===== config.mk =====
export PLATFORM = sky130hd
export DESIGN_NAME = pcra_fifo
export DESIGN_NICKNAME = d
export VERILOG_FILES = /design/src/hw/rtl/pcra_pkg.sv /design/src/hw/rtl/pcra_fifo.sv
export SDC_FILE = /design/constraint.sdc
export NUM_CORES = 1
export LEC_CHECK = 0
export BUFFER_PORTS_ARGS = -buffer_cell sky130_fd_sc_hd__buf_2
export CAP_MARGIN = 10
export CORE_MARGIN = 2
export CORE_UTILIZATION = 27
export DETAILED_ROUTE_END_ITERATION = 8
export MAX_ROUTING_LAYER = met4
export SYNTH_ARGS = -nofsm -noshare
export SYNTH_HDL_FRONTEND = slang
export SYNTH_SLANG_ARGS = --single-unit

===== constraint.sdc =====
create_clock -name clk -period 7.15 [get_ports clk]
set_input_delay 1.43 -clock clk [delete_from_list [all_inputs] [get_ports clk]]
set_output_delay 1.43 -clock clk [all_outputs]
set_load 0.01 [all_outputs]

===== src/hw/rtl/pcra_pkg.sv =====
package pcra_pkg;

  localparam int CHANNELS  = 1024;
  localparam int CH_W      = 10;
  // Only channels that the 10-bit index can reach get storage.
  localparam int MEM_DEPTH = (CHANNELS < (1 << CH_W)) ? CHANNELS : (1 << CH_W);
  localparam int MEM_AW    = (MEM_DEPTH > 1) ? $clog2(MEM_DEPTH) : 1;

  localparam int EN_W    = 16;
  localparam int COMP_W  = 16;
  localparam int PID_W   = COMP_W + 1;
  localparam int FRAC_W  = 16;
  localparam int RATIO_W = 32;
  localparam int SUM_W   = 48;
  localparam int CNT_W   = 32;
  localparam int STEP_W  = $clog2(SUM_W + 1);

  localparam int QDEPTH = 2;
  localparam int QAW    = (QDEPTH > 1) ? $clog2(QDEPTH) : 1;
  localparam int QCW    = $clog2(QDEPTH + 1);

  localparam logic [SUM_W-1:0]   SUM_MAX   = '1;
  localparam logic [CNT_W-1:0]   CNT_MAX   = '1;
  localparam logic [RATIO_W-1:0] RATIO_MAX = '1;

  typedef enum logic {
    OP_ACC  = 1'b0,
    OP_READ = 1'b1
  } op_t;

  // One classified word as it travels from the front end to the back end.
  typedef struct packed {
    op_t              op;
    logic             ch_ok;
    logic             pid_pos;
    logic [CH_W-1:0]  ch;
    logic [EN_W-1:0]  energy;
    logic [PID_W-1:0] pid;
  } item_t;

  typedef struct packed {
    logic empty;
    logic full;
  } qstat_t;

  typedef enum logic [2:0] {
    BE_CLEAR = 3'd0,
    BE_IDLE  = 3'd1,
    BE_RD    = 3'd2,
    BE_CHK   = 3'd3,
    BE_DIV   = 3'd4,
    BE_RES   = 3'd5
  } be_state_t;

endpackage


===== src/hw/rtl/pcra_fifo.sv =====
module pcra_fifo (
  input  logic           clk,
  input  logic           rst_n,
  input  logic           wr_en,
  input  pcra_pkg::item_t wr_item,
  input  logic           rd_en,
  output pcra_pkg::item_t rd_item,
  output pcra_pkg::qstat_t stat
);
  import pcra_pkg::*;

  item_t          slot_r [QDEPTH];
  logic [QAW-1:0] wr_ptr_r, wr_ptr_nxt;
  logic [QAW-1:0] rd_ptr_r, rd_ptr_nxt;
  logic [QCW-1:0] cnt_r, cnt_nxt;

  function automatic logic [QAW-1:0] ptr_inc(input logic [QAW-1:0] p);
    return (p == QAW'(QDEPTH - 1)) ? '0 : p + 1'b1;
  endfunction

  always_comb begin
    wr_ptr_nxt = wr_en ? ptr_inc(wr_ptr_r) : wr_ptr_r;
    rd_ptr_nxt = rd_en ? ptr_inc(rd_ptr_r) : rd_ptr_r;
    cnt_nxt    = cnt_r;
    if (wr_en && !rd_en) begin
      cnt_nxt = cnt_r + 1'b1;
    end else if (rd_en && !wr_en) begin
      cnt_nxt = cnt_r - 1'b1;
    end
  end

  always_ff @(posedge clk) begin
    if (!rst_n) begin
      wr_ptr_r <= '0;
      rd_ptr_r <= '0;
      cnt_r    <= '0;
    end else begin
      wr_ptr_r <= wr_ptr_nxt;
      rd_ptr_r <= rd_ptr_nxt;
      cnt_r    <= cnt_nxt;
    end
  end

  always_ff @(posedge clk) begin
    if (wr_en) begin
      slot_r[wr_ptr_r] <= wr_item;
    end
  end

  assign rd_item    = slot_r[rd_ptr_r];
  assign stat.empty = (cnt_r == '0);
  assign stat.full  = (cnt_r == QCW'(QDEPTH));

endmodule


==> flow_metrics.env <==
export IMPL_power_density_mw_per_mm2=283
export IMPL_fin_crit_sh=0.484
export IMPL_holdBufCountCts=0
export IMPL_final_setup_tns_ns=0
export IMPL_cts_buffer_depth=2
export IMPL_die_area_mm2=0.0141
export IMPL_critPathKind="reg2out"
export IMPL_max_freq_ghz=0.289
export IMPL_critPathBufInv=1
export IMPL_vias=1799
export IMPL_cts_sinks=97
export IMPL_post_cts_buffers=0
export IMPL_drt_pass1_iter_count=4
export IMPL_gp_congestion=0.620
export IMPL_worst_slew_pin_transition_ns=1.13
export IMPL_vias_per_cell=4.03
export IMPL_synth_area_mm2=0.00355
export IMPL_clk_latency_ns=0.34
export IMPL_synth_avg_cell_area_um2=21.5
export IMPL_io_buffers=97
export IMPL_wirelength_um=6220
export IMPL_path_delay_family="flip-flops"
export IMPL_fin_nets=321
export IMPL_hp_class="reg2reg"
export IMPL_dpl_worst_slack_ns=3.97
export IMPL_clockRootBuffer="clkbuf_16"
export IMPL_drc=0
export IMPL_ys_types=17
export IMPL_ctsResizeCount=0
export IMPL_grt_start_max_net_pins=47
export IMPL_cts_tree="yes"
export IMPL_ant_nets=0
export IMPL_n_antenna_cell=0
export IMPL_critPathCaptureType="primary output"
export IMPL_crit_chain="mux2_2 > buf_2"
export IMPL_slowest_stage="dfxtp_2"
export IMPL_critPathArrivalTime_ns=2.03
export IMPL_rsz0062_at_grt="false"
export IMPL_ir_drop_mv=0.0929
export IMPL_wl_per_cell_um=13.9
export IMPL_grt_pass1_wl_um=9800
export IMPL_layout_drive_gt1_share=0.584
export IMPL_numCtsBuffers=9
export IMPL_grt_ovfl_total=0
export IMPL_syn_inst=165
export IMPL_total_power_mw=1.28
export IMPL_die_h_um=119
export IMPL_io_pins=98
export IMPL_clk_pin_slew_ns=0.06
export IMPL_hold_viol_final=0
export IMPL_max_cap_violations=0
export IMPL_grt_pass1_vias=1928
export IMPL_critPathMaxFanout=46
export IMPL_slew_viol_final=0
export IMPL_rows=41
export IMPL_p_leak_nw=1.68
export IMPL_area_growth_pct=27.8
export IMPL_cp_required_ns=5.72
export IMPL_synth_fp_nets=216
export IMPL_htree_levels=3
export IMPL_fin_util=0.357
export IMPL_yosys_warnings=0
export IMPL_skew_ns=0.00444
export IMPL_ys_seq_elements=97
export IMPL_status="finished, final reports clean"
export IMPL_critPathLaunchType="flip-flop"
export IMPL_seq_area_frac_synth=0.806
export IMPL_die_w_um=119
export IMPL_antenna_found_initial=0
export IMPL_fp_coreArea_mm2=0.0127
export IMPL_drt_iter0_markers=69
export IMPL_grtUsageTotal=0.0978
export IMPL_start_util=0.279
export IMPL_dp_hpwl_um=3770
export IMPL_slowest_delay_ns=1.08
export IMPL_setup_viol=0
export IMPL_setup_ws_ns=3.69
export IMPL_slew_headroom=0.243
export IMPL_period_needed_ns=3.46
[layout by cell type, fill, tap and decap left out]
cell type	synthesis	final
o21ai_0	1	1
buf_12	0	1
or3_1	1	1
o21a_1	1	1
nor2_1	1	1
bufinv_16	0	2
xor2_1	2	2
nor2b_4	0	1
clkbuf_1	0	1
edfxtp_1	92	92
buf_4	0	1
buf_2	1	97
and2b_2	1	1
dfxtp_2	0	1
inv_1	1	1
dfxtp_1	5	4
and2_2	0	1
nor2b_1	2	1
xnor2_1	1	1
a21boi_1	1	1
clkinv_1	0	3
ha_1	1	1
mux2_2	46	46
clkbuf_16	0	9
and2_1	4	3
[final timing paths]
path / start / endpoint / slack [ns] / cells after the start
setup reg to reg: wr_ptr_r / slot_r[0][33] / 5.59 / 2
setup / recovery: flip-flop / rd_item[35] / 3.69 / 2
hold / removal: cnt_r[1] / cnt_r[1] / 0.56 / 2
hold reg to reg: cnt_r[1] / cnt_r[1] / 0.56 / 2
[Yosys cell counts]
cell type,n,share of area
a21boi_1,1,0.0021
and2_1,4,0.0070
and2b_2,1,0.0025
buf_2,1,0.0014
buf_6,4,0.013
dfxtp_1,5,0.028
edfxtp_1,92,0.78
ha_1,1,0.0035
inv_1,1,0.0011
mux2_2,46,0.15
nor2_1,1,0.0011
nor2b_1,2,0.0035
o21a_1,1,0.0021
o21ai_0,1,0.0014
or3_1,1,0.0018
xnor2_1,1,0.0025
xor2_1,2,0.0049
[stage by stage]
step	cells	hold slack (ns)	instance area, µm²
2_1_floorplan	165	0.466	3550
3_3_place_gp	430	0.483	4220
3_5_place_dp	430	0.504	4220
4_1_cts	445	0.517	4520
5_1_grt	446	0.607	4540
6_report	446	0.556	4540
[area by class of cell]
| class | instances | area [µm²] |
|---|---|---|
| clock buffer | 10 | 229 |
| clock inverter | 5 | 71.3 |
| fill | 1235 | 8180 |
| inverter | 1 | 3.75 |
| multi-input combinational | 62 | 642 |
| sequential | 97 | 2860 |
| tap | 172 | 215 |
| timing repair buffer | 99 | 513 |
[sequential cells by signal (all words and copies together) (netlist names), named ones only]
name,flops
wr_ptr_r,1
cnt_r,2
slot_r,92
rd_ptr_r,1
[worst register-to-register path: cells and delay by family, from the launching register on]
kind                   cells  cell delay, ns
flip-flops                 1            0.35
AND/OR/NAND/NOR            1            0.31
buffers and inverters      1            0.50
[power by group]
| part | switching [mW] | leakage (nW) | internal, mW | total [mW] |
|---|---|---|---|---|
| combinational | 0.0555 | 0.631 | 0.0626 | 0.118 |
| sequential | 0.0178 | 0.905 | 0.656 | 0.673 |
| clock | 0.192 | 0.145 | 0.301 | 0.493 |
| total | 0.265 | 1.68 | 1.02 | 1.28 |
[cells by family (layout without fill, tap and decap cells)]
family / Yosys count / count (layout) / synth area share
compound gates: 3 / 3 / 0.00564
flops: 97 / 97 / 0.806
mux: 46 / 46 / 0.146
buf+inv: 6 / 115 / 0.0152
fa+ha+maj: 1 / 1 / 0.00352
simple gates: 9 / 9 / 0.0159
xor+xnor: 3 / 3 / 0.00740
[routing by layer]
layer,up-vias,track usage,share of wire
met5,-,-,0
met4,0,0.0536,0.026
met3,12,0.0405,0.060
met2,55,0.153,0.49
met1,880,0.105,0.42
li1,852,-,-
Power figures use the tool's default switching activity.
