`src/hw/rtl/pcra_pkg.sv`:
```
package pcra_pkg;

  localparam int CHANNELS  = 1024;
  localparam int CH_W      = 10;
  // Only channels that the 10-bit index can reach get storage.
  localparam int MEM_DEPTH = (CHANNELS < (1 << CH_W)) ? CHANNELS : (1 << CH_W);
  localparam int MEM_AW    = (MEM_DEPTH > 1) ? $clog2(MEM_DEPTH) : 1;

  localparam int EN_W    = 16;
  localparam int COMP_W  = 16;
  localparam int PID_W   = COMP_W + 1;
  localparam int FRAC_W  = 16;
  localparam int RATIO_W = 32;
  localparam int SUM_W   = 48;
  localparam int CNT_W   = 32;
  localparam int STEP_W  = $clog2(SUM_W + 1);

  localparam int QDEPTH = 2;
  localparam int QAW    = (QDEPTH > 1) ? $clog2(QDEPTH) : 1;
  localparam int QCW    = $clog2(QDEPTH + 1);

  localparam logic [SUM_W-1:0]   SUM_MAX   = '1;
  localparam logic [CNT_W-1:0]   CNT_MAX   = '1;
  localparam logic [RATIO_W-1:0] RATIO_MAX = '1;

  typedef enum logic {
    OP_ACC  = 1'b0,
    OP_READ = 1'b1
  } op_t;

  // One classified word as it travels from the front end to the back end.
  typedef struct packed {
    op_t              op;
    logic             ch_ok;
    logic             pid_pos;
    logic [CH_W-1:0]  ch;
    logic [EN_W-1:0]  energy;
    logic [PID_W-1:0] pid;
  } item_t;

  typedef struct packed {
    logic empty;
    logic full;
  } qstat_t;

  typedef enum logic [2:0] {
    BE_CLEAR = 3'd0,
    BE_IDLE  = 3'd1,
    BE_RD    = 3'd2,
    BE_CHK   = 3'd3,
    BE_DIV   = 3'd4,
    BE_RES   = 3'd5
  } be_state_t;

endpackage

```
`src/hw/rtl/pcra_fe.sv`:
```
module pcra_fe (
  input  logic                           clk,
  input  logic                           rst_n,
  input  logic                           push,
  output logic                           full,
  input  logic                           in_opcode,
  input  logic [pcra_pkg::CH_W-1:0]      in_channel,
  input  logic [pcra_pkg::EN_W-1:0]      in_energy,
  input  logic signed [pcra_pkg::COMP_W-1:0] in_fast_component,
  input  logic signed [pcra_pkg::COMP_W-1:0] in_slow_component,
  input  logic                           clearing,
  input  pcra_pkg::qstat_t               q_stat,
  output logic                           q_push,
  output pcra_pkg::item_t                q_item
);
  import pcra_pkg::*;

  logic             stage_v_r, stage_v_nxt;
  item_t            stage_r;
  item_t            cls;
  logic [PID_W-1:0] pid;
  logic             accept;

  // Two's complement sum of the components, one bit wider so it cannot wrap.
  assign pid = {in_fast_component[COMP_W-1], in_fast_component}
             + {in_slow_component[COMP_W-1], in_slow_component};

  always_comb begin
    cls.op      = op_t'(in_opcode);
    cls.ch_ok   = ({{(32 - CH_W){1'b0}}, in_channel} < 32'(CHANNELS));
    cls.pid_pos = !pid[PID_W-1] && (pid != '0);
    cls.ch      = in_channel;
    cls.energy  = in_energy;
    cls.pid     = pid;
  end

  assign full   = clearing || (stage_v_r && q_stat.full);
  assign accept = push && !full;
  assign q_push = stage_v_r && !q_stat.full;
  assign q_item = stage_r;

  always_comb begin
    stage_v_nxt = stage_v_r;
    if (accept) begin
      stage_v_nxt = 1'b1;
    end else if (q_push) begin
      stage_v_nxt = 1'b0;
    end
  end

  always_ff @(posedge clk) begin
    if (!rst_n) begin
      stage_v_r <= 1'b0;
    end else begin
      stage_v_r <= stage_v_nxt;
    end
  end

  always_ff @(posedge clk) begin
    if (accept) begin
      stage_r <= cls;
    end
  end

endmodule

```
`config.mk`:
```
export PLATFORM = sky130hd
export DESIGN_NAME = pcra_fe
export DESIGN_NICKNAME = d
export VERILOG_FILES = /design/src/hw/rtl/pcra_pkg.sv /design/src/hw/rtl/pcra_fe.sv
export SDC_FILE = /design/constraint.sdc
export NUM_CORES = 1
export LEC_CHECK = 0
export ABC_AREA = 0
export BUFFER_PORTS_ARGS = -buffer_cell sky130_fd_sc_hd__buf_2
export CAP_MARGIN = 20
export CORE_MARGIN = 3
export CORE_UTILIZATION = 46
export DETAILED_ROUTE_END_ITERATION = 12
export HOLD_SLACK_MARGIN = 0.15
export PLACE_DENSITY = 0.8
export REMOVE_ABC_BUFFERS = 1
export SYNTH_ARGS = -nofsm -noshare
export SYNTH_HDL_FRONTEND = slang
export SYNTH_SLANG_ARGS = --single-unit
export TNS_END_PERCENT = 30
```
`constraint.sdc`:
```
create_clock -name clk -period 6.6 [get_ports clk]
set_clock_uncertainty 0.2 [all_clocks]
set_input_delay 0.99 -clock clk [delete_from_list [all_inputs] [get_ports clk]]
set_output_delay 0.99 -clock clk [all_outputs]
set_load 0.01 [all_outputs]
```
==> impl_metrics.ini, run 1 <==
[run_status]
status = finished clean

[floorplan]
die_h_um = 74.2
die_w_um = 74.2
rows = 24
floorplan.die_area_um2 = 5500
core_region_area_um2 = 4410
io_pins = 113
initial_core_util_pct = 48.4

[timing]
period_share_pct = 59.3
timing.final.hold_violations = 0
tns_ns = 0
relSlewSlack_pct = 31.7
max_slew.worst_pin.slew_ns = 1.02
finalMaxSlewViolations = 0
rsz0062_at_grt = false
setup_viol = 0
finalWorstSetupSlack_ns = 2.68
max_freq_mhz = 255
min_period_ns = 3.92

[power_and_ir_drop]
p_per_area_nw_per_um2 = 247
p_leak_uw = 0.00127
ir_worst_vdd_v = 0.0000915

[global_routing]
grt_usage_pct = 16.2
grt_first_pass_wirelength_um = 6780
grt_max_degree = 47
grt-ovfl-total = 0
grt_pass1_vias = 1505
antenna_found_initial = 0

[synth]
synth_cells = 152
synth_edf_count = 45
netlist_area_um2 = 2140
synthArstFlopShare_pct = 0
yosys-top-cells-area = edfxtp_1, ha_1, xnor2_1, a21oi_1, xor2_1
synth.distinct_cells = 36
yosysTopAreaCellShare_pct = 63.2
yosysSeqAreaShare_pct = 64.1
yosys_register_bits = 46
ys_warn_count = 0
synth_top_area_cell = edfxtp_1
avgSynthCellArea_um2 = 14.1
yosys_most_used_dff = edfxtp_1

[critical_path]
path_max_fanout = 3
crit_type = input port to flip-flop
crit_path_cell_trace = buf_2 -> ha_1 -> fa_1 -> a21oi_2 -> o21bai_1 -> xor2_1 -> or4_1 -> or4_1 -> or4_1 -> nor4_2 -> a31oi_1
r2r_slack_ns = 4.66
cp_slowest_cell = or4_1
crit_required_ns = 6.44
rr_endpoint = q_item[41]$_DFFE_PP_
cp.arrival_ns = 3.75
r2r-start = stage_v_r$_SDFFE_PN0P_
r2r_cells = 2
end_kind = flip-flop
max_stage_delay_ns = 0.46
cp_common_cell = or4_1
critPathLaunchType = input port

[detailed_routing]
drtIter0Drc = 45
vias = 1623
wl_um = 4420
ant_nets = 0
via_per_inst = 5.06
post_drt_wl_per_cell_um = 13.8
firstDrtPassIters = 4
drc = 0

[clocking]
worstSkewPairLatency_ns = 0.29
postCtsSetupRepairBufs = 0
cts_root_buf = clkbuf_8
cts_tree = built
clk_pin_slew_ns = 0.08
h-tree-depth = 2
cts_resized = 0
cts_buffers = 5
cts_sinks = 46
postCtsHoldBufs = 0
cts_buffer_depth = 2

[cells_and_area]
design_area_um2 = 2880
nNetsFinal = 350
area_growth_pct = 34.7
drive_gt1_share_pct = 45.0
final.fill_count = 338
antenna_cells = 0
final-instance-count-excl-fill = 321

[run]
maxCapViolations = 0

[placement]
routabilityCongestion = 0.856
hpwlAfterDp_um = 3550
dpl_cell_area_um2 = 2750
place_inst = 313
place_ws_ns = 2.37
io_buffers = 110

[min_path]
min_path_type = flip-flop to flip-flop
min-delay-start = stage_v_r$_SDFFE_PN0P_
min_path_cells = 2
hold_path_end = stage_v_r$_SDFFE_PN0P_
-- per-layer routing --
metal / track usage (%) / wire [um] / vias up
met5: 0 / 0 / -
met4: 5.63 / 84 / 0
met3: 4.73 / 514 / 9
met2: 27.7 / 2090 / 92
met1: 19.5 / 1730 / 710
li1: - / - / 812
-- Yosys cell counts, types with 3 or more instances --
cell type,count
edfxtp_1,45
xor2_1,6
nor2b_1,4
or4_1,3
inv_1,7
nor3_1,3
o21ai_0,3
a21oi_1,12
a31oi_1,3
ha_1,16
nand3_1,5
nand2_1,6
xnor2_1,7
a21o_1,3
nor2_1,6
-- layout by cell type (no fill, tap or decap), types with 4 or more instances in the layout --
cell      instances
buf_2           110
edfxtp_1         45
ha_1             16
a21oi_1          12
inv_1             7
xnor2_1           7
nand2_1           6
nor2_1            6
xor2_1            6
nand3_1           5
clkbuf_8          5
nor2b_1           4
-- kinds of logic (layout without fill, tap and decap cells) --
logic type / Yosys count / after routing / share of synthesized area [%]
flip-flops: 46 / 46 / 64.1
AND/OR/NAND/NOR: 32 / 32 / 8.07
buffers and inverters: 9 / 126 / 1.76
AO/OA/AOI/OAI: 34 / 34 / 10.2
adder cells (fa/ha/maj): 17 / 17 / 10.3
other: 1 / 1 / 0.175
XOR/XNOR: 13 / 13 / 5.32
-- stage by stage --
step	hold WS [ns]	util (%)	power, uW
after global routing	0.363	65.2	748
after global placement	0.310	62.2	477
after detailed placement	0.321	62.2	481
final	0.331	65.2	712
after CTS	0.333	65.2	720
after floorplan	0.293	-	432
-- registers in the layout, summed over array words and instances (netlist names) --
| name | cells |
|---|---|
| stage_v_r | 1 |
| q_item | 45 |
-- worst max-delay path, delay by kind of cell --
family          cells  cell delay, ns
xor+xnor            1            0.15
simple gates        4            1.46
fa+ha+maj           2            0.63
buf+inv             1            0.10
compound gates      3            0.41
-- where the power goes --
| part | internal, uW | total (uW) | switching (uW) | leakage, uW |
|---|---|---|---|---|
| Combinational | 55.6 | 124 | 68.8 | 0.000776 |
| Clock | 150 | 239 | 88.9 | 0.0000658 |
| Sequential | 345 | 349 | 3.71 | 0.000429 |
| Total | 550 | 712 | 161 | 0.00127 |
-- cell type report --
class | instances | area (um^2) | share of cell area, %
clock buffer | 5 | 68.8 | 2.39
clock inverter | 3 | 63.8 | 2.22
inverter | 8 | 30.0 | 1.04
multi-input combinational | 97 | 731 | 25.4
sequential | 46 | 1370 | 47.6
tap | 52 | 65.1 | 2.26
timing repair buffer | 110 | 551 | 19.1
-- how the worst max path moves through the flow --
stage	start	to	slack, ns
2_1_floorplan	in_fast_component[0]	q_item[43]$_DFFE_PP_	2.67
3_3_place_gp	in_fast_component[0]	q_item[43]$_DFFE_PP_	2.38
3_5_place_dp	in_fast_component[0]	q_item[43]$_DFFE_PP_	2.37
4_1_cts	in_fast_component[0]	q_item[43]$_DFFE_PP_	2.68
5_1_grt	in_fast_component[0]	q_item[43]$_DFFE_PP_	2.54
6_report	in_fast_component[0]	q_item[43]$_DFFE_PP_	2.68
No activity file was read; power rests on OpenSTA's default activity.
==> inputs of run 2 (changes only) <==
ABC_AREA = 1   (was 0)
CORE_UTILIZATION = 43   (was 46)
PLACE_DENSITY = 0.74   (was 0.8)
clock period = 3.4 ns   (was 6.6 ns; I/O delays follow)
==> impl_metrics.ini, run 2 <==
[cells_and_area]
nNetsFinal = 492
utilization_pct = 58.7
antenna_cells = 0
design_area_um2 = 3330
drive_gt1_share_pct = 32.8
area_growth_pct = 28.5
largest_reg_flops = 45
most-common-layout-cells = buf_2, nand2_1, inv_1
layout_commonest_cell = buf_2

[min_path]
hold_path_end = q_item[45]$_DFFE_PP_
min_path_type = input port to flip-flop
min_path_cells = 1
min-delay-start = in_opcode

[placement]
routabilityCongestion = 0.857
dpl_cell_area_um2 = 3240
io_buffers = 110
place_ws_ns = 0.703
hpwlAfterDp_um = 4710

[synth]
avgSynthCellArea_um2 = 8.85
yosys_register_bits = 46
synth_cells = 293
synthArstFlopShare_pct = 0
ys_top_cells_by_count = nand2_1, inv_1, edfxtp_1
yosys-top-cells-area = edfxtp_1, nand2_1, inv_1, ha_1, nand3_1
ys_warn_count = 0
yosysTopAreaCellShare_pct = 52.1
netlist_area_um2 = 2590
synth.distinct_cells = 24
synth_top_area_cell = edfxtp_1
yosysSeqAreaShare_pct = 52.9
yosysMostFrequentCell = nand2_1
synth_edf_count = 45
yosys_most_used_dff = edfxtp_1

[critical_path]
cp_slowest_cell = fa_1
crit_required_ns = 3.25
cp_common_cell = nand3_1
cp_top_family = simple AND/OR/NAND/NOR gates
r2r_cells = 4
end_kind = flip-flop
cp.arrival_ns = 2.25
r2r_slack_ns = 1.81
r2r-start = stage_v_r$_SDFFE_PN0P_
crit_path_cell_trace = buf_2 -> ha_1 -> fa_1 -> nand3_1 -> nand3_1 -> nand2_1 -> nand4_1 -> nand2_1 -> nand3_1 -> nor2_1 -> nand3_1 -> nand2_1 -> inv_1
path_max_fanout = 4
max_stage_delay_ns = 0.46
rr_endpoint = q_item[27]$_DFFE_PP_
crit_buf_inv = 2
critPathLaunchType = input port
crit_type = input port to flip-flop

[timing]
tns_ns = 0
max_slew.worst_pin.slew_ns = 0.523
finalMaxSlewViolations = 0
max_freq_mhz = 418
period_share_pct = 70.4
rsz0062_at_grt = false
timing.final.hold_violations = 0
setup_viol = 0
relSlewSlack_pct = 65.1
min_period_ns = 2.39
finalWorstSetupSlack_ns = 1.01

[floorplan]
rows = 27
io_pins = 113
floorplan.die_area_um2 = 7000
die_w_um = 83.7
die_h_um = 83.7
core_region_area_um2 = 5680
initial_core_util_pct = 45.7

[detailed_routing]
drc = 0
vias = 2245
via_per_inst = 4.65
firstDrtPassIters = 4
drtIter0Drc = 119
post_drt_wl_per_cell_um = 11.4
ant_nets = 0
wl_um = 5530

[clocking]
clk_pin_slew_ns = 0.07
cts_tree = built
postCtsHoldBufs = 0
postCtsSetupRepairBufs = 0
cts_resized = 0
h-tree-depth = 2
cts_sinks = 46
cts_root_buf = clkbuf_8
cts_buffers = 5
worstSkewPairLatency_ns = 0.29
cts_buffer_depth = 2

[run]
maxCapViolations = 0

[global_routing]
grt_max_degree = 46
grt_usage_pct = 16.5
grt_first_pass_wirelength_um = 9490
grt-ovfl-total = 0
antenna_found_initial = 0
grt_pass1_vias = 2142

[power_and_ir_drop]
p_per_area_nw_per_um2 = 390
p_leak_uw = 0.00176
ir_worst_vdd_v = 0.000233

[run_status]
status = finished clean
==> run 2: worst max-delay path by stage <==
| stage | startpoint | endpoint | depth (start not counted) |
|---|---|---|---|
| 2_1_floorplan | q_stat[0] | q_item[0]$_DFFE_PP_ | 3 |
| 3_3_place_gp | in_fast_component[0] | q_item[43]$_DFFE_PP_ | 13 |
| 3_5_place_dp | in_fast_component[0] | q_item[43]$_DFFE_PP_ | 13 |
| 4_1_cts | in_fast_component[0] | q_item[43]$_DFFE_PP_ | 13 |
| 5_1_grt | in_fast_component[0] | q_item[43]$_DFFE_PP_ | 13 |
| 6_report | in_fast_component[0] | q_item[43]$_DFFE_PP_ | 13 |
==> run 2: layer usage <==
layer	track usage, %	share of wire, %	vias up
met2	28.6	47	100
met3	3.36	8.8	5
met1	20.6	43	966
met4	5.26	1.4	0
li1	-	-	1174
met5	0	0	-
==> run 2: layout make-up <==
| cell class | count | area, um^2 |
|---|---|---|
| Multi-Input combinational cell | 186 | 997 |
| Tap cell | 72 | 90.1 |
| Sequential cell | 46 | 1370 |
| Clock buffer | 8 | 90.1 |
| Timing Repair Buffer | 111 | 558 |
| Inverter | 60 | 225 |
| Fill cell | 529 | 2340 |
==> run 2: logic make-up after synthesis <==
kind of cell	count (synthesis)	synth area share (%)
other cells	1	0.145
flops	46	52.9
simple gates	159	27.6
compound gates	8	1.54
xor+xnor	1	0.338
buf+inv	61	8.97
fa+ha+maj	17	8.49
==> run 2: power by group <==
| group | internal, uW | switching [uW] |
|---|---|---|
| Combinational | 122 | 185 |
| Clock | 165 | 156 |
| Sequential | 665 | 6.16 |
| Total | 952 | 347 |
==> run 2: metrics by stage <==
step | total power [uW] | std cells | hold WS (ns)
final | 1300 | 483 | 0.191
after global routing | 1380 | 483 | 0.175
after CTS | 1310 | 483 | 0.176
after detailed placement | 993 | 475 | 0.367
after global placement | 983 | 475 | 0.359
after floorplan | 886 | 292 | 0.323
==> inputs of run 3 (changes only) <==
CORE_UTILIZATION = 46   (was 43)
PLACE_DENSITY = 0.76   (was 0.74)
clock period = 2.4 ns   (was 3.4 ns; I/O delays follow)
==> impl_metrics.ini, run 3 (synthesis results as in run 2) <==
[run_status]
status = finished clean

[placement]
routabilityCongestion = 0.891
io_buffers = 110
hpwlAfterDp_um = 4740
place_ws_ns = -0.0831
dpl_cell_area_um2 = 3300

[power_and_ir_drop]
ir_worst_vdd_v = 0.000481
p_per_area_nw_per_um2 = 525
p_leak_uw = 0.00192

[timing]
min_period_ns = 2.17
tns_ns = 0
setup_viol = 0
finalMaxSlewViolations = 0
rsz0062_at_grt = false
hold_ws_ns = 0.171
timing.final.hold_violations = 0
finalWorstSetupSlack_ns = 0.226
period_share_pct = 90.6
max_freq_mhz = 460

[clocking]
postCtsSetupRepairBufs = 0
cts_buffers = 5
postCtsHoldBufs = 28
clk_pin_slew_ns = 0.08
worstSkewPairLatency_ns = 0.29
cts_root_buf = clkbuf_8
cts_sinks = 46
cts_tree = built
cts_resized = 0
cts_buffer_depth = 2
h-tree-depth = 2

[cells_and_area]
design_area_um2 = 3680
drive_gt1_share_pct = 32.1
antenna_cells = 0
area_growth_pct = 41.7
largest_reg_flops = 45
most-common-layout-cells = buf_2, nand2_1, inv_1
final.fill_count = 405
nNetsFinal = 527
layout_commonest_cell = buf_2

[detailed_routing]
drtIter0Drc = 151
post_drt_wl_per_cell_um = 12.9
wl_um = 6660
ant_nets = 0
vias = 2456
via_per_inst = 4.76
drc = 0
firstDrtPassIters = 4

[min_path]
min_path_type = input port to flip-flop
hold_path_end = stage_v_r$_SDFFE_PN0P_
min_path_cells = 4
min-delay-start = clearing

[critical_path]
rr_endpoint = q_item[11]$_DFFE_PP_
r2r_slack_ns = 1.01
end_kind = flip-flop
r2r_cells = 4
crit_type = input port to flip-flop
path_max_fanout = 4
cp_common_cell = nand3_1
cp.arrival_ns = 2.03
crit_path_cell_trace = buf_2 -> ha_1 -> fa_1 -> nand3_1 -> nand3_1 -> nand3_1 -> nand4_1 -> nand2_1 -> nand2_2 -> nor2_2 -> nand3_1 -> nand2_1 -> inv_1
critPathLaunchType = input port
cp_slowest_cell = fa_1
crit_required_ns = 2.25
max_stage_delay_ns = 0.45
r2r-start = stage_v_r$_SDFFE_PN0P_

[global_routing]
grt-ovfl-total = 0
grt_first_pass_wirelength_um = 10400
grt_usage_pct = 20.9
grt_max_degree = 46
antenna_found_initial = 0
grt_pass1_vias = 2298

[run]
maxCapViolations = 0

[floorplan]
io_pins = 113
die_h_um = 81.1
die_w_um = 81.1
core_region_area_um2 = 5270
rows = 26
initial_core_util_pct = 49.2
floorplan.die_area_um2 = 6580
[run 3: power breakdown]
part	switching, uW	internal [uW]
clock	241	232
combinational	281	224
sequential	11.0	941
[run 3: worst max-delay path: cells and delay by family]
family | cells | cell delay (ns)
and+or+nand+nor | 9 | 0.86
buffers and inverters | 2 | 0.13
adders and majority gates | 2 | 0.66
[run 3: worst max path at each step]
| stage | cells after the start | start | slack [ns] | to |
|---|---|---|---|---|
| after floorplan | 3 | q_stat[0] | -0.68 | q_item[0]$_DFFE_PP_ |
| after global placement | 13 | in_fast_component[0] | -0.06 | q_item[43]$_DFFE_PP_ |
| after detailed placement | 13 | in_fast_component[0] | -0.08 | q_item[43]$_DFFE_PP_ |
| after CTS | 13 | in_fast_component[0] | 0.22 | q_item[43]$_DFFE_PP_ |
| after global routing | 13 | in_fast_component[0] | 0.01 | q_item[43]$_DFFE_PP_ |
| final | 13 | in_fast_component[0] | 0.23 | q_item[43]$_DFFE_PP_ |
[run 3: cell type report]
| cell class | instances | area, um^2 | area share [%] |
|---|---|---|---|
| Timing Repair Buffer | 146 | 903 | 24.6 |
| Tap cell | 70 | 87.6 | 2.38 |
| Inverter | 60 | 225 | 6.13 |
| Clock inverter | 1 | 5.00 | 0.136 |
| Clock buffer | 7 | 86.3 | 2.35 |
| Sequential cell | 46 | 1370 | 37.3 |
| Multi-Input combinational cell | 186 | 997 | 27.1 |
[run 3: stage by stage]
step           cells  power (uW)  utilization [%]
2_1_floorplan    292        1250                -
3_3_place_gp     480        1420             62.7
3_5_place_dp     480        1430             62.7
4_1_cts          516        1930             69.8
5_1_grt          516        2040             69.8
6_report         516        1930             69.8
[run 3: per-layer routing]
metal	part of all wire [%]	global-route usage [%]	vias to the layer above
met1	40	23.6	1094
li1	-	-	1236
met5	0	0	-
met3	8.8	5.32	11
met2	49	38.0	115
met4	1.9	6.93	0
